$ cat config.mk
export PLATFORM = sky130hd
export DESIGN_NAME = hybrid_rr_fifo_scheduler_flat
export DESIGN_NICKNAME = d
export VERILOG_FILES = /design/src/hw/rtl/hrs_pkg.sv /design/src/hw/rtl/hrs_in_if.sv /design/src/hw/rtl/hrs_out_if.sv /design/src/hw/rtl/hybrid_rr_fifo_scheduler.sv /design/src/hw/rtl/hrs_ram.sv /design/src/flat_wrapper.sv
export SDC_FILE = /design/constraint.sdc
export NUM_CORES = 1
export LEC_CHECK = 0
export BUFFER_PORTS_ARGS = -buffer_cell sky130_fd_sc_hd__buf_2
export CAP_MARGIN = 20
export CORE_ASPECT_RATIO = 1.4
export CORE_UTILIZATION = 40
export DETAILED_ROUTE_END_ITERATION = 8
export HOLD_SLACK_MARGIN = 0.06
export SYNTH_ARGS = -nofsm -noshare
export SYNTH_HDL_FRONTEND = slang
export SYNTH_SLANG_ARGS = --single-unit
$ cat constraint.sdc
create_clock -name i_clk -period 6 [get_ports i_clk]
set_input_delay 1.2 -clock i_clk [delete_from_list [all_inputs] [get_ports i_clk]]
set_output_delay 1.2 -clock i_clk [all_outputs]
set_load 0.05 [all_outputs]
$ cat src/hw/rtl/hrs_pkg.sv
// Package: shared types, constants and state codes of the hybrid scheduler.
package hrs_pkg;

    localparam int MAX_TASKS = 16;
    localparam int AW        = $clog2(MAX_TASKS);
    localparam int CW        = $clog2(MAX_TASKS + 1);

    localparam logic       FN_ADD = 1'b0;
    localparam logic       FN_RUN = 1'b1;

    localparam logic [1:0] ST_OK    = 2'd0;
    localparam logic [1:0] ST_EMPTY = 2'd1;
    localparam logic [1:0] ST_FULL  = 2'd2;

    localparam logic       REG_QUANTUM  = 1'b0;
    localparam logic       REG_RR_LIMIT = 1'b1;

    localparam logic [7:0]  QUANTUM_RST  = 8'd3;
    localparam logic [7:0]  RR_LIMIT_RST = 8'd4;
    localparam logic [15:0] FIRST_ID     = 16'd1;

    typedef struct packed {
        logic [15:0] id;
        logic [7:0]  prio;
        logic [15:0] burst;
    } t_entry;

    typedef struct packed {
        logic [15:0] task_id;
        logic [15:0] amount_run;
        logic        was_round_robin;
        logic        finished;
        logic [1:0]  status;
    } t_res;

    typedef enum logic [3:0] {
        S_IDLE,
        S_ADD_HEAD,
        S_ADD_NEXT,
        S_ADD_CMP,
        S_SHIFT,
        S_SHIFT_WR,
        S_RUN_HEAD,
        S_REM,
        S_REM_WR,
        S_SCAN,
        S_SCAN_CMP,
        S_MOVE,
        S_MOVE_WR,
        S_DONE
    } t_state;

endpackage

$ cat src/hw/rtl/hrs_in_if.sv
// Interface: input channel of the scheduler (add or run request).
interface hrs_in_if;
    logic        valid;
    logic        ready;
    logic        func;
    logic [7:0]  priority_req;
    logic [15:0] burst;

    modport source (output valid, func, priority_req, burst, input ready);
    modport sink (input valid, func, priority_req, burst, output ready);
endinterface

$ cat src/hw/rtl/hrs_out_if.sv
// Interface: result channel of the scheduler.
interface hrs_out_if;
    logic        valid;
    logic        ready;
    logic [15:0] task_id;
    logic [15:0] amount_run;
    logic        was_round_robin;
    logic        finished;
    logic [1:0]  status;

    modport source (output valid, task_id, amount_run, was_round_robin, finished, status,
                    input ready);
    modport sink (input valid, task_id, amount_run, was_round_robin, finished, status,
                  output ready);
endinterface

$ cat src/hw/rtl/hybrid_rr_fifo_scheduler.sv
// Top level: two-class task scheduler over one priority-ordered task list.
//
// Input channel i_in carries add (func 0: priority_req, burst) or run (func 1)
// requests; every transfer yields exactly one result on o_out.
// Registers: index 0 quantum, index 1 rr_limit, written through i_cfg_we,
// i_cfg_idx, i_cfg_data; the user writes them only while the block is idle,
// which the block itself does not enforce.
// The list sits in a single-port-read RAM; a small sequencer walks, shifts
// and compares entries one RAM read at a time.
// Empty run and full add skip the list and go straight to the result.
// i_in.ready is high only while the sequencer is idle. The result sits in an
// output register; a stalled receiver holds it, the next item may still be
// accepted, and its result waits until the register frees.
// Reset empties the list, sets the next id to 1, quantum 3, rr_limit 4.
module hybrid_rr_fifo_scheduler (
    input  logic       i_clk,
    input  logic       i_rst_n,
    hrs_in_if.sink     i_in,
    hrs_out_if.source  o_out,
    input  logic       i_cfg_we,
    input  logic       i_cfg_idx,
    input  logic [7:0] i_cfg_data
);
    import hrs_pkg::*;

    t_state          r_state, n_state;
    logic [CW-1:0]   r_count, n_count;
    logic [15:0]     r_next_id, n_next_id;
    logic [7:0]      r_quantum, r_rr_limit;
    t_entry          r_ent, n_ent;
    logic [CW-1:0]   r_k, n_k;
    logic [CW-1:0]   r_cur, n_cur;
    logic [CW-1:0]   r_pos, n_pos;
    logic [7:0]      r_prev_prio, n_prev_prio;
    logic [7:0]      r_head_prio, n_head_prio;
    t_res            r_res, n_res;
    t_res            r_out, n_out;
    logic            r_out_valid, n_out_valid;

    logic            ram_we;
    logic [AW-1:0]   ram_waddr;
    logic [AW-1:0]   ram_raddr;
    t_entry          ram_wdata;
    t_entry          rd;

    logic            accept;
    logic            out_free;
    logic [CW-1:0]   k_m1, k_p1, cur_p1;
    logic [CW-1:0]   pos_calc;
    logic            walk_step;
    logic            is_fifo;
    logic            over_q;

    hrs_ram #(.WIDTH($bits(t_entry)), .DEPTH(MAX_TASKS)) u_list (
        .i_clk  (i_clk),
        .i_we   (ram_we),
        .i_waddr(ram_waddr),
        .i_wdata(ram_wdata),
        .i_raddr(ram_raddr),
        .o_rdata(rd)
    );

    assign i_in.ready = (r_state == S_IDLE);
    assign accept     = i_in.valid && i_in.ready;
    assign out_free   = !r_out_valid || o_out.ready;
    assign k_m1       = r_k - CW'(1);
    assign k_p1       = r_k + CW'(1);
    assign cur_p1     = r_cur + CW'(1);
    assign pos_calc   = (r_cur == '0 && r_ent.prio < r_head_prio) ? '0 : cur_p1;
    assign walk_step  = (rd.prio == r_prev_prio) || (rd.prio <= r_ent.prio);
    assign is_fifo    = rd.prio > r_rr_limit;
    assign over_q     = rd.burst > {8'd0, r_quantum};

    assign o_out.valid           = r_out_valid;
    assign o_out.task_id         = r_out.task_id;
    assign o_out.amount_run      = r_out.amount_run;
    assign o_out.was_round_robin = r_out.was_round_robin;
    assign o_out.finished        = r_out.finished;
    assign o_out.status          = r_out.status;

    always_comb begin
        n_state = r_state;
        unique case (r_state)
            S_IDLE: begin
                if (accept) begin
                    if (i_in.func == FN_ADD) begin
                        if (r_count >= CW'(MAX_TASKS)) n_state = S_DONE;
                        else if (r_count == '0)        n_state = S_SHIFT;
                        else                           n_state = S_ADD_HEAD;
                    end else begin
                        n_state = (r_count == '0) ? S_DONE : S_RUN_HEAD;
                    end
                end
            end
            S_ADD_HEAD: n_state = S_ADD_NEXT;
            S_ADD_NEXT: n_state = (cur_p1 < r_count) ? S_ADD_CMP : S_SHIFT;
            S_ADD_CMP:  n_state = walk_step ? S_ADD_NEXT : S_SHIFT;
            S_SHIFT:    n_state = (r_k > r_pos) ? S_SHIFT_WR : S_DONE;
            S_SHIFT_WR: n_state = S_SHIFT;
            S_RUN_HEAD: n_state = (!is_fifo && over_q) ? S_SCAN : S_REM;
            S_REM:      n_state = (r_k < r_count) ? S_REM_WR : S_DONE;
            S_REM_WR:   n_state = S_REM;
            S_SCAN:     n_state = (r_k < r_count) ? S_SCAN_CMP : S_MOVE;
            S_SCAN_CMP: n_state = S_SCAN;
            S_MOVE:     n_state = (r_k < r_cur) ? S_MOVE_WR : S_DONE;
            S_MOVE_WR:  n_state = S_MOVE;
            S_DONE:     n_state = out_free ? S_IDLE : S_DONE;
            default:    n_state = S_IDLE;
        endcase
    end

    always_comb begin
        n_count     = r_count;
        n_next_id   = r_next_id;
        n_ent       = r_ent;
        n_k         = r_k;
        n_cur       = r_cur;
        n_pos       = r_pos;
        n_prev_prio = r_prev_prio;
        n_head_prio = r_head_prio;
        n_res       = r_res;
        n_out       = r_out;
        n_out_valid = (r_out_valid && !o_out.ready);
        ram_we      = 1'b0;
        ram_waddr   = '0;
        ram_wdata   = r_ent;
        ram_raddr   = '0;
        unique case (r_state)
            S_IDLE: begin
                if (accept) begin
                    if (i_in.func == FN_ADD) begin
                        if (r_count >= CW'(MAX_TASKS)) begin
                            n_res = '{16'd0, 16'd0, 1'b0, 1'b0, ST_FULL};
                        end else begin
                            n_ent     = '{r_next_id, i_in.priority_req, i_in.burst};
                            n_next_id = r_next_id + 16'd1;
                            n_pos     = '0;
                            n_k       = '0;
                        end
                    end else if (r_count == '0) begin
                        n_res = '{16'd0, 16'd0, 1'b0, 1'b0, ST_EMPTY};
                    end
                end
            end
            S_ADD_HEAD: begin
                n_head_prio = rd.prio;
                n_prev_prio = rd.prio;
                n_cur       = '0;
            end
            S_ADD_NEXT: begin
                ram_raddr = cur_p1[AW-1:0];
                if (!(cur_p1 < r_count)) begin
                    n_pos = pos_calc;
                    n_k   = r_count;
                end
            end
            S_ADD_CMP: begin
                if (walk_step) begin
                    n_cur       = cur_p1;
                    n_prev_prio = rd.prio;
                end else begin
                    n_pos = pos_calc;
                    n_k   = r_count;
                end
            end
            S_SHIFT: begin
                ram_raddr = k_m1[AW-1:0];
                if (!(r_k > r_pos)) begin
                    ram_we    = 1'b1;
                    ram_waddr = r_pos[AW-1:0];
                    ram_wdata = r_ent;
                    n_count   = r_count + CW'(1);
                    n_res     = '{r_ent.id, 16'd0, 1'b0, 1'b0, ST_OK};
                end
            end
            S_SHIFT_WR: begin
                ram_we    = 1'b1;
                ram_waddr = r_k[AW-1:0];
                ram_wdata = rd;
                n_k       = k_m1;
            end
            S_RUN_HEAD: begin
                n_k = CW'(1);
                if (is_fifo) begin
                    n_res = '{rd.id, rd.burst, 1'b0, 1'b1, ST_OK};
                end else if (over_q) begin
                    n_res       = '{rd.id, {8'd0, r_quantum}, 1'b1, 1'b0, ST_OK};
                    n_ent       = rd;
                    n_ent.burst = rd.burst - {8'd0, r_quantum};
                    n_cur       = '0;
                end else begin
                    n_res = '{rd.id, rd.burst, 1'b1, 1'b1, ST_OK};
                end
            end
            S_REM: begin
                ram_raddr = r_k[AW-1:0];
                if (!(r_k < r_count)) begin
                    n_count = r_count - CW'(1);
                end
            end
            S_REM_WR: begin
                ram_we    = 1'b1;
                ram_waddr = k_m1[AW-1:0];
                ram_wdata = rd;
                n_k       = k_p1;
            end
            S_SCAN: begin
                ram_raddr = r_k[AW-1:0];
                if (!(r_k < r_count)) begin
                    n_k = '0;
                end
            end
            S_SCAN_CMP: begin
                if (rd.prio <= r_rr_limit) begin
                    n_cur = r_k;
                end
                n_k = k_p1;
            end
            S_MOVE: begin
                ram_raddr = k_p1[AW-1:0];
                if (!(r_k < r_cur)) begin
                    ram_we    = 1'b1;
                    ram_waddr = r_cur[AW-1:0];
                    ram_wdata = r_ent;
                end
            end
            S_MOVE_WR: begin
                ram_we    = 1'b1;
                ram_waddr = r_k[AW-1:0];
                ram_wdata = rd;
                n_k       = k_p1;
            end
            S_DONE: begin
                if (out_free) begin
                    n_out       = r_res;
                    n_out_valid = 1'b1;
                end
            end
            default: begin
                n_k = '0;
            end
        endcase
    end

    always_ff @(posedge i_clk) begin
        if (!i_rst_n) begin
            r_state     <= S_IDLE;
            r_count     <= '0;
            r_next_id   <= FIRST_ID;
            r_out_valid <= 1'b0;
            r_quantum   <= QUANTUM_RST;
            r_rr_limit  <= RR_LIMIT_RST;
        end else begin
            r_state     <= n_state;
            r_count     <= n_count;
            r_next_id   <= n_next_id;
            r_out_valid <= n_out_valid;
            if (i_cfg_we && i_cfg_idx == REG_QUANTUM) begin
                r_quantum <= i_cfg_data;
            end
            if (i_cfg_we && i_cfg_idx == REG_RR_LIMIT) begin
                r_rr_limit <= i_cfg_data;
            end
        end
    end

    always_ff @(posedge i_clk) begin
        r_ent       <= n_ent;
        r_k         <= n_k;
        r_cur       <= n_cur;
        r_pos       <= n_pos;
        r_prev_prio <= n_prev_prio;
        r_head_prio <= n_head_prio;
        r_res       <= n_res;
        r_out       <= n_out;
    end

    a_count_max: assert property (@(posedge i_clk) disable iff (!i_rst_n)
        r_count <= CW'(MAX_TASKS))
        else $error("task count above capacity");

    a_count_step: assert property (@(posedge i_clk) disable iff (!i_rst_n)
        1'b1 |=> (r_count == $past(r_count) || r_count == $past(r_count) + CW'(1)
                  || r_count + CW'(1) == $past(r_count)))
        else $error("task count moved by more than one");

    a_id_step: assert property (@(posedge i_clk) disable iff (!i_rst_n)
        (r_next_id != $past(r_next_id)) |-> (r_next_id == $past(r_next_id) + 16'd1))
        else $error("next id skipped");

    a_empty_res: assert property (@(posedge i_clk) disable iff (!i_rst_n)
        (r_out_valid && r_out.status == ST_EMPTY) |-> (r_out.task_id == 16'd0))
        else $error("empty run reported a task");

endmodule

$ cat src/hw/rtl/hrs_ram.sv
// Generic simple dual-port RAM with registered read.
module hrs_ram #(
    parameter int WIDTH = 8,
    parameter int DEPTH = 16
) (
    input  logic                     i_clk,
    input  logic                     i_we,
    input  logic [$clog2(DEPTH)-1:0] i_waddr,
    input  logic [WIDTH-1:0]         i_wdata,
    input  logic [$clog2(DEPTH)-1:0] i_raddr,
    output logic [WIDTH-1:0]         o_rdata
);
    logic [WIDTH-1:0] r_mem [DEPTH];
    logic [WIDTH-1:0] r_rdata;

    always_ff @(posedge i_clk) begin
        if (i_we) begin
            r_mem[i_waddr] <= i_wdata;
        end
        r_rdata <= r_mem[i_raddr];
    end

    assign o_rdata = r_rdata;
endmodule
$ cat src/flat_wrapper.sv
// flat-port wrapper written by rule: the top's interface ports become plain ports
module hybrid_rr_fifo_scheduler_flat import hrs_pkg::*;
  (i_clk, i_rst_n, i_cfg_we, i_cfg_idx, i_cfg_data, i_in_valid, i_in_func, i_in_priority_req, i_in_burst, i_in_ready, o_out_valid, o_out_task_id, o_out_amount_run, o_out_was_round_robin, o_out_finished, o_out_status, o_out_ready);
  hrs_in_if i_in_i ();
  hrs_out_if o_out_i ();
  input  logic i_clk;
  input  logic i_rst_n;
  input  logic i_cfg_we;
  input  logic i_cfg_idx;
  input  logic [7:0] i_cfg_data;
  input wire logic [$bits(i_in_i.valid)-1:0] i_in_valid;
  input wire logic [$bits(i_in_i.func)-1:0] i_in_func;
  input wire logic [$bits(i_in_i.priority_req)-1:0] i_in_priority_req;
  input wire logic [$bits(i_in_i.burst)-1:0] i_in_burst;
  output wire logic [$bits(i_in_i.ready)-1:0] i_in_ready;
  output wire logic [$bits(o_out_i.valid)-1:0] o_out_valid;
  output wire logic [$bits(o_out_i.task_id)-1:0] o_out_task_id;
  output wire logic [$bits(o_out_i.amount_run)-1:0] o_out_amount_run;
  output wire logic [$bits(o_out_i.was_round_robin)-1:0] o_out_was_round_robin;
  output wire logic [$bits(o_out_i.finished)-1:0] o_out_finished;
  output wire logic [$bits(o_out_i.status)-1:0] o_out_status;
  input wire logic [$bits(o_out_i.ready)-1:0] o_out_ready;
  assign i_in_i.valid = i_in_valid;
  assign i_in_i.func = i_in_func;
  assign i_in_i.priority_req = i_in_priority_req;
  assign i_in_i.burst = i_in_burst;
  assign i_in_ready = i_in_i.ready;
  assign o_out_valid = o_out_i.valid;
  assign o_out_task_id = o_out_i.task_id;
  assign o_out_amount_run = o_out_i.amount_run;
  assign o_out_was_round_robin = o_out_i.was_round_robin;
  assign o_out_finished = o_out_i.finished;
  assign o_out_status = o_out_i.status;
  assign o_out_i.ready = o_out_ready;
  hybrid_rr_fifo_scheduler u_core (.i_clk(i_clk), .i_rst_n(i_rst_n), .i_in(i_in_i), .o_out(o_out_i), .i_cfg_we(i_cfg_we), .i_cfg_idx(i_cfg_idx), .i_cfg_data(i_cfg_data));
endmodule
==> results of run 1 <==
-- metal layers --
layer  vias up  global-route usage
met5         -                   0
met2       577               0.304
met1     10500               0.249
met4         0              0.0701
met3       146              0.0251
li1       9605                   -
-- worst max-delay path by stage --
| stage | from | to | cells after the start |
|---|---|---|---|
| 2_1_floorplan | u_core.r_k[0] | u_core.r_res[0] | 7 |
| 3_3_place_gp | u_core.r_state[2] | u_core.u_list.r_mem[2][1] | 6 |
| 3_5_place_dp | u_core.r_state[2] | u_core.u_list.r_mem[1][15] | 7 |
| 4_1_cts | u_core.r_state[2] | u_core.u_list.r_mem[1][15] | 7 |
| 5_1_grt | u_core.r_k[0] | u_core.u_list.r_mem[1][15] | 10 |
| 6_report | u_core.r_state[0] | u_core.u_list.r_mem[1][15] | 8 |
-- layout make-up --
class / count / area share
inverters: 65 / 0.00608
multi-input cells: 1475 / 0.245
well taps: 1179 / 0.0367
clock inverters: 33 / 0.00894
clock buffers: 110 / 0.0537
flip-flops and latches: 865 / 0.627
repair buffers: 126 / 0.0228
diodes: 2 / 0.000125
-- sequential cells by signal (all words and copies together), names as in the netlist, 8 cells and up --
name	count
u_core.o_out.amount_run	16
u_core.o_out.task_id	16
u_core.r_res	36
u_core.r_head_prio	8
u_core.u_list.r_mem	640
u_core.r_ent	40
u_core.r_next_id	16
u_core.u_list.o_rdata	40
u_core.r_rr_limit	8
u_core.r_quantum	8
u_core.r_prev_prio	8
-- metrics by stage --
stage                     setup slack (ns)  total power, W  instance area (um2)  cells  hold slack (ns)
after floorplan                       1.28          0.0141                35700   2535            0.400
after global placement                1.52          0.0163                37400   3693            0.404
after detailed placement              1.49          0.0165                37500   3702            0.405
after CTS                             1.42          0.0215                40100   3845            0.414
after global routing                  1.44          0.0224                40100   3855            0.419
final                                 1.69          0.0213                40100   3855            0.412
-- layout by cell type (no fill, tap or decap), drive strengths merged, types with 56 or more instances in the layout --
cell    count
a21oi     114
clkbuf    110
nand3     194
inv        69
nor2       68
edfxtp    783
ha         56
mux4       80
nand2     509
dfxtp      82
buf       126
-- critical path, cell delays in order, from the launching register on --
cell      delay [ns]
dfxtp_1         0.81
buf_4           0.32
nand2b_1        0.29
or3_1           0.16
a31oi_1         0.10
a221oi_1        0.46
nand4_1         0.64
nor2_4          0.76
buf_4           0.42
-- cell families after synthesis --
family          after synthesis
compound gates              328
xor+xnor                     42
fa+ha+maj                    58
buf+inv                     195
flops                       865
mux                         121
simple gates                926
-- power groups by stage --
stage                     sequential, W  combinational (W)  clock [W]
after CTS                       0.00907            0.00732    0.00507
final                           0.00907            0.00729    0.00497
after floorplan                 0.00888            0.00518          0
after detailed placement        0.00920            0.00729          0
after global placement          0.00915            0.00710          0
after global routing            0.00917            0.00797    0.00529
==> impl_metrics.csv, run 1 <==
group,metric,value,unit
run_status,status,"finished clean",
final_layout,drive_above_1_share,0.154,
logic_synthesis,synth_area_leaders,"edfxtp_1, nand2_1, mux4_2",
placed_design,dp_hpwl,55.3,mm
clocking,clock_latency,0.65,ns
clocking,cts_buffer_depth,3,
critical_path,worstSetupPathType,"flop to flop",
final_layout,nFillCells,7776,
logic_synthesis,synth_edf_count,783,
global_routing,grt_first_pass_wirelength,128,mm
power_and_ir_drop,p_sw,0.00758,W
routing,viasPerCell,5.40,
clocking,cts_hold_buffers,0,
power_and_ir_drop,p_int,0.0137,W
timing,setup_tns,0,ns
clocking,post-cts-setup-buffers,0,
logic_synthesis,synthCells,2535,
timing,hold_violations,0,
routing,via_count,20800,
floorplan,dieWidth,254,um
clocking,cts_tree,"yes",
power_and_ir_drop,swShare,0.355,
min_path,hold_end,"u_core.o_out.amount_run[5]",
clocking,cts_resized,0,
critical_path,critPathMaxFanout,21,
clocking,path_clk_slew,0.07,ns
floorplan,die_y,355,um
logic_synthesis,yosys.area.top_type,"edfxtp_1",
routing,wl_met3,3.90,mm
logic_synthesis,synth_simple_gate_area_frac,0.117,
final_layout,ff_latch_area,25200,um2
routing,dr.first_iter.drc_count,1784,
global_routing,grt_max_degree,161,
clocking,clkSinkCount,865,
clocking,cts_buffers,78,
power_and_ir_drop,powerDensity,531,nW/um2
power_and_ir_drop,pwr-share-seq,0.425,
logic_synthesis,yosys_warnings,0,
floorplan,num_rows,129,
critical_path,regToRegSetupSlack,1.69,ns
routing,wl_met2,40.5,mm
final_layout,final_nets,2708,
critical_path,r2r_start,"u_core.r_state[0]",
logic_synthesis,synth.most_common_cell,"edfxtp_1",
critical_path,reg2regPathDepth,8,
logic_synthesis,synthAdderAreaFrac,0.0208,
timing,period_minus_slack,4.31,ns
timing,finalCritPeriodShare,0.718,
critical_path,arrival,4.61,ns
logic_synthesis,postSynthAreaPerCell,14.1,um2
floorplan,core_area,88300,um2
logic_synthesis,synth_top_family_by_area,"simple AND/OR/NAND/NOR gates",
min_path,min_from,"u_core.r_res[9]",
global_routing,grt_overflow_total,0,
timing,finalSetupViolCount,0,
floorplan,die_area,90400,um2
power_and_ir_drop,clockPowerShare,0.233,
global_routing,grt_antenna_before_repair,2,
timing,drv_slew,0,
routing,wl_met1,36.0,mm
timing,maxClockFrequency,0.232,GHz
logic_synthesis,yosysSeqAreaShare,0.705,
routing,drc,0,
final_layout,areaGrowthSynthToFinish,12.5,%
global_routing,first_global_vias,20900,
power_and_ir_drop,leakage,13.6,nW
routing,ant_nets,0,
logic_synthesis,ys_ff_latch,865,
logic_synthesis,async_reset_ff_frac,0,
floorplan,io_pins,77,
timing,skew,0.0318,ns
placed_design,io_buffers,76,
logic_synthesis,yosys.area_share.xor_xnor,0.0103,
final_layout,multi_input_area,9840,um2
logic_synthesis,synth_area,35700,um2
logic_synthesis,synth_top_cell_area_share,0.659,
logic_synthesis,synthFlopType,"edfxtp_1",
min_path,min-delay-path-class,"flop to flop",
routing,top_layer,"met4",
critical_path,reg2reg_to,"u_core.u_list.r_mem[1][15]",
job,cap_violations,0,
global_routing,grt_util_all_layers,0.185,
routing,wl_per_cell,21.5,um
logic_synthesis,ys_types,76,
timing,rsz0062_at_grt,"no",
logic_synthesis,syn_nets,2632,
logic_synthesis,synth_compound_area_frac,0.0579,
final_layout,post-route-util,0.455,
critical_path,startpoint_type,"flop",
critical_path,crit_path_end_kind,"flop",
logic_synthesis,synth_mux_area_frac,0.0631,
clocking,h-tree-depth,3,
timing,tightest_slew,1.11,ns
floorplan,start_util,0.404,
power_and_ir_drop,combPwrFrac,0.342,
routing,drt-total-wl,82.9,mm
routing,firstDrtPassIters,5,
clocking,cts_root_buf,"clkbuf_16",
timing,relSlewSlack,0.259,
critical_path,cp.required,6.31,ns
logic_synthesis,synthTopCellsByCount,"edfxtp_1, nand2_1, nand3_1, a21oi_1, dfxtp_1",
placed_design,gp_congestion,0.920,
min_path,holdPathStages,0,
power_and_ir_drop,peakVddDrop,0.000391,V
Power figures use the tool's default switching activity.
==> inputs of run 2 (changes only) <==
- clock period: 6 -> 4.3 ns (I/O delays scaled with it)
==> impl_metrics.csv, run 2 (synthesis results as in run 1) <==
group,metric,value,unit
routing,viasPerCell,5.51,
critical_path,r2r_start,"u_core.r_state[2]",
floorplan,io_pins,77,
critical_path,worstSetupPathType,"flop to flop",
floorplan,start_util,0.404,
placed_design,dp_hpwl,55.3,mm
min_path,holdPathStages,0,
clocking,cts_buffers,77,
timing,finalSetupViolCount,0,
critical_path,crit_path_end_kind,"flop",
clocking,path_clk_slew,0.07,ns
routing,ant_nets,0,
power_and_ir_drop,fin_total_pwr,0.0303,W
global_routing,grt_util_all_layers,0.204,
critical_path,critPathMaxFanout,33,
timing,drv_slew,0,
critical_path,regToRegSetupSlack,0.74,ns
final_layout,final_nets,2744,
placed_design,io_buffers,76,
final_layout,ff_latch_area,25200,um2
timing,hold_violations,0,
clocking,clkSinkCount,865,
min_path,min-delay-path-class,"flop to flop",
timing,rsz0062_at_grt,"no",
final_layout,fin_area,40800,um2
job,cap_violations,0,
floorplan,die_area,90400,um2
critical_path,startpoint_type,"flop",
min_path,min_from,"u_core.r_res[29]",
timing,relSlewSlack,0.255,
final_layout,drive_above_1_share,0.170,
clocking,clock_latency,0.65,ns
critical_path,reg2reg_to,"u_core.u_list.o_rdata[35]",
power_and_ir_drop,peakVddDrop,0.000693,V
timing,finalCritPeriodShare,0.827,
clocking,h-tree-depth,3,
routing,via_count,21400,
power_and_ir_drop,powerDensity,743,nW/um2
final_layout,areaGrowthSynthToFinish,14.4,%
clocking,cts_hold_buffers,0,
routing,firstDrtPassIters,6,
clocking,cts_tree,"yes",
final_layout,antennaDiodeCount,0,
final_layout,regMostFlops,"u_core.u_list.r_mem",
global_routing,grt_antenna_before_repair,2,
clocking,cts_root_buf,"clkbuf_16",
routing,dr.first_iter.drc_count,1966,
floorplan,dieWidth,254,um
timing,maxClockFrequency,0.281,GHz
floorplan,num_rows,129,
critical_path,cp.required,4.83,ns
timing,skew,0.0300,ns
timing,fin_hold_ws,0.419,ns
clocking,cts_resized,0,
final_layout,nFillCells,7682,
critical_path,reg2regPathDepth,9,
timing,period_minus_slack,3.56,ns
global_routing,first_global_vias,21800,
run_status,status,"finished clean",
global_routing,grt_max_degree,161,
floorplan,core_area,88300,um2
power_and_ir_drop,leakage,13.9,nW
global_routing,grt_first_pass_wirelength,137,mm
floorplan,die_y,355,um
placed_design,gp_congestion,0.906,
final_layout,final_common_cell,"edfxtp_1",
final_layout,largest_reg_flops,640,
clocking,post-cts-setup-buffers,0,
timing,setup_tns,0,ns
final_layout,mostFrequentLayoutCells,"edfxtp_1, nand2_1, nand3_1",
routing,drc,0,
timing,tightest_slew,1.12,ns
routing,drt-total-wl,91.8,mm
clocking,cts_buffer_depth,3,
critical_path,arrival,4.08,ns
placed_design,place_area,38200,um2
routing,wl_per_cell,23.6,um
min_path,hold_end,"u_core.o_out.task_id[9]",
final_layout,multi_input_area,9840,um2
global_routing,grt_overflow_total,0,
-- run 2: cell types whose count changed in the layout (fill, tap and decap cells not counted), sizes merged --
cell,before,now
inv,69,71
clkbuf,110,94
diode,2,0
clkinv,20,25
bufinv,5,9
buf,126,163
clkinvlp,4,10
-- run 2: routing by layer --
layer,track usage,routed length [um]
met1,0.255,36500
met2,0.362,47600
met3,0.0239,4760
met4,0.0746,2940
met5,0,0
-- run 2: cell type report --
| class | instances | share of cell area |
|---|---|---|
| Tap cell | 1179 | 0.0361 |
| Sequential cell | 865 | 0.616 |
| Inverter | 65 | 0.00598 |
| Clock inverter | 50 | 0.0145 |
| Clock buffer | 94 | 0.0505 |
| Timing Repair Buffer | 163 | 0.0357 |
| Multi-Input combinational cell | 1475 | 0.241 |
-- run 2: worst max-delay path by stage --
stage	start	endpoint	slack, ns	cells after the start
after detailed placement	u_core.r_state[2]	u_core.u_list.o_rdata[35]	0.84	9
after global placement	u_core.r_state[0]	u_core.u_list.o_rdata[7]	0.84	10
after floorplan	u_core.r_k[0]	u_core.u_list.r_mem[0][0]	-0.006	10
after CTS	u_core.r_state[3]	u_core.u_list.o_rdata[9]	0.83	9
after global routing	u_core.r_state[3]	u_core.u_list.o_rdata[14]	0.54	9
final	u_core.r_state[2]	u_core.u_list.o_rdata[35]	0.74	9
-- run 2: power by group --
part           total, W  switching [W]  internal, W
Clock           0.00718        0.00315      0.00403
Sequential       0.0126       0.000851       0.0117
Combinational    0.0106        0.00660      0.00397
-- run 2: worst max-delay path, stage by stage, from the launching register on --
cell     delay [ns]
dfxtp_1        0.62
nor2b_1        0.54
nand2_1        0.44
o21ai_1        0.39
a311o_2        0.26
buf_4          0.45
buf_4          0.29
nand3_1        0.08
a21oi_1        0.25
nor3_2         0.08
-- run 2: through the flow --
stage	setup WS, ns	cells	util
2_1_floorplan	-0.00557	2535	-
3_3_place_gp	0.837	3746	0.432
3_5_place_dp	0.844	3747	0.432
4_1_cts	0.832	3891	0.462
5_1_grt	0.538	3891	0.462
6_report	0.743	3891	0.462
==> inputs of run 3 (changes only) <==
- clock period: 4.3 -> 3.5 ns (I/O delays scaled with it)
==> impl_metrics.csv, run 3 (synthesis results as in run 1) <==
group,metric,value,unit
run_status,status,"finished clean",
timing,rsz0062_at_grt,"yes",
global_routing,grt_max_degree,67,
final_layout,regMostFlops,"u_core.u_list.r_mem",
placed_design,place_inst,3786,
final_layout,fin_area,41200,um2
job,cap_violations,0,
final_layout,areaGrowthSynthToFinish,15.5,%
power_and_ir_drop,peakVddDrop,0.000518,V
clocking,cts_tree,"yes",
placed_design,preCtsSetupSlack,0.190,ns
power_and_ir_drop,clockPowerShare,0.230,
floorplan,num_rows,129,
global_routing,grt_overflow_total,0,
critical_path,cp.required,3.79,ns
clocking,cts_buffers,78,
power_and_ir_drop,p_int,0.0248,W
power_and_ir_drop,swShare,0.354,
timing,relSlewSlack,0.389,
final_layout,final_common_cell,"edfxtp_1",
placed_design,place_area,38500,um2
floorplan,core_area,88300,um2
clocking,path_clk_slew,0.07,ns
timing,tightest_slew,0.917,ns
floorplan,die_y,355,um
routing,ant_nets,0,
critical_path,cpMaxStageDelayCell,"edfxtp_1",
final_layout,mostFrequentLayoutCells,"edfxtp_1, nand2_1, nand3_1",
power_and_ir_drop,leakage,14.1,nW
critical_path,startpoint_type,"flop",
timing,finalSetupViolCount,0,
placed_design,dp_hpwl,60.9,mm
floorplan,io_pins,77,
clocking,h-tree-depth,3,
clocking,cts_resized,0,
placed_design,io_buffers,76,
power_and_ir_drop,powerDensity,931,nW/um2
routing,wl_per_cell,23.4,um
floorplan,dieWidth,254,um
critical_path,critPathMaxFanout,18,
clocking,cts_buffer_depth,3,
critical_path,slowest_delay,0.53,ns
timing,fin_hold_ws,0.342,ns
clocking,cts_root_buf,"clkbuf_16",
routing,viasPerCell,5.45,
routing,via_count,21400,
timing,period_minus_slack,3.37,ns
power_and_ir_drop,pwr-share-seq,0.400,
min_path,min-delay-path-class,"input pin to flop",
placed_design,gp_congestion,0.881,
clocking,post-cts-setup-buffers,0,
timing,skew,0.0290,ns
routing,dr.first_iter.drc_count,1986,
timing,finalCritPeriodShare,0.964,
routing,drt-total-wl,92.1,mm
global_routing,grt_antenna_before_repair,5,
floorplan,start_util,0.404,
clocking,cts_hold_buffers,0,
routing,firstDrtPassIters,6,
critical_path,path_cells,"ha_1 > nor2b_1 > o21a_1 > o21ai_0 > a21oi_1 > o31ai_1 > nand2b_1 > nor2_4 > buf_4",
power_and_ir_drop,combPwrFrac,0.370,
critical_path,worstSetupPathType,"flop to flop",
power_and_ir_drop,p_sw,0.0136,W
routing,drc,0,
timing,setup_ws,0.127,ns
global_routing,first_global_vias,21700,
floorplan,die_area,90400,um2
critical_path,crit_path_end_kind,"flop",
timing,maxClockFrequency,0.297,GHz
global_routing,grt_util_all_layers,0.206,
timing,hold_violations,0,
final_layout,stdcell_count,3936,
power_and_ir_drop,fin_total_pwr,0.0384,W
final_layout,drive_above_1_share,0.178,
final_layout,final_nets,2784,
timing,drv_slew,0,
global_routing,grt_first_pass_wirelength,139,mm
final_layout,nFillCells,7657,
critical_path,arrival,3.66,ns
clocking,clkSinkCount,865,
clocking,clock_latency,0.64,ns
final_layout,largest_reg_flops,640,
[run 3: cell count changes in the layout (fill, tap and decap cells not counted), moves of 5 or more]
cell	delta
clkbuf_8	+6
buf_4	+35
clkinvlp_4	-9
clkbuf_1	+11
diode_2	+5
clkbuf_16	+5
inv_6	-6
buf_12	+5
[run 3: stage by stage]
| stage | utilization | TNS, ns |
|---|---|---|
| floorplan | - | -373.82 |
| global placement | 0.436 | 0 |
| detailed placement | 0.436 | 0 |
| CTS | 0.467 | 0 |
| global route | 0.467 | -0.291 |
| finish | 0.467 | 0 |
[run 3: worst paths after layout]
check                         from  slack [ns]                         to  depth (start not counted)
setup / recovery     u_core.r_k[1]        0.13  u_core.u_list.r_mem[1][1]                          9
hold reg to reg   u_core.r_res[28]        0.41    u_core.o_out.task_id[8]                          0
hold / removal       i_cfg_data[0]        0.34        u_core.r_quantum[0]                          3
setup reg to reg     u_core.r_k[1]        0.13  u_core.u_list.r_mem[1][1]                          9
[run 3: area by class of cell]
class	count	area [um2]	area share
well taps	1179	1480	0.0358
clock inverters	29	353	0.00856
repair buffers	202	1810	0.0440
clock buffers	116	2310	0.0561
flip-flops and latches	865	25200	0.610
diodes	5	12.5	0.000304
multi-input cells	1475	9840	0.239
inverters	65	244	0.00592
[run 3: metal layers]
| metal | global-route usage | routed length, um | part of all wire |
|---|---|---|---|
| met1 | 0.257 | 36800 | 0.40 |
| met2 | 0.358 | 47400 | 0.51 |
| met3 | 0.0276 | 4740 | 0.051 |
| met4 | 0.0854 | 3150 | 0.034 |
| met5 | 0 | 0 | 0 |
[run 3: critical path: cells and delay by family, from the launching register on]
kind,cells,cell delay [ns]
AOI/OAI and AO/OA,4,1.06
and+or+nand+nor,3,0.78
DFF,1,0.53
adders and majority gates,1,0.35
buffers and inverters,1,0.31
[run 3: power groups by stage]
stage / logic (W) / clock network (W) / registers [W]
final: 0.0142 / 0.00882 / 0.0154
after global routing: 0.0153 / 0.00935 / 0.0155
after CTS: 0.0143 / 0.00901 / 0.0153
after detailed placement: 0.0142 / 0 / 0.0155
after global placement: 0.0141 / 0 / 0.0155
after floorplan: 0.00890 / 0 / 0.0152
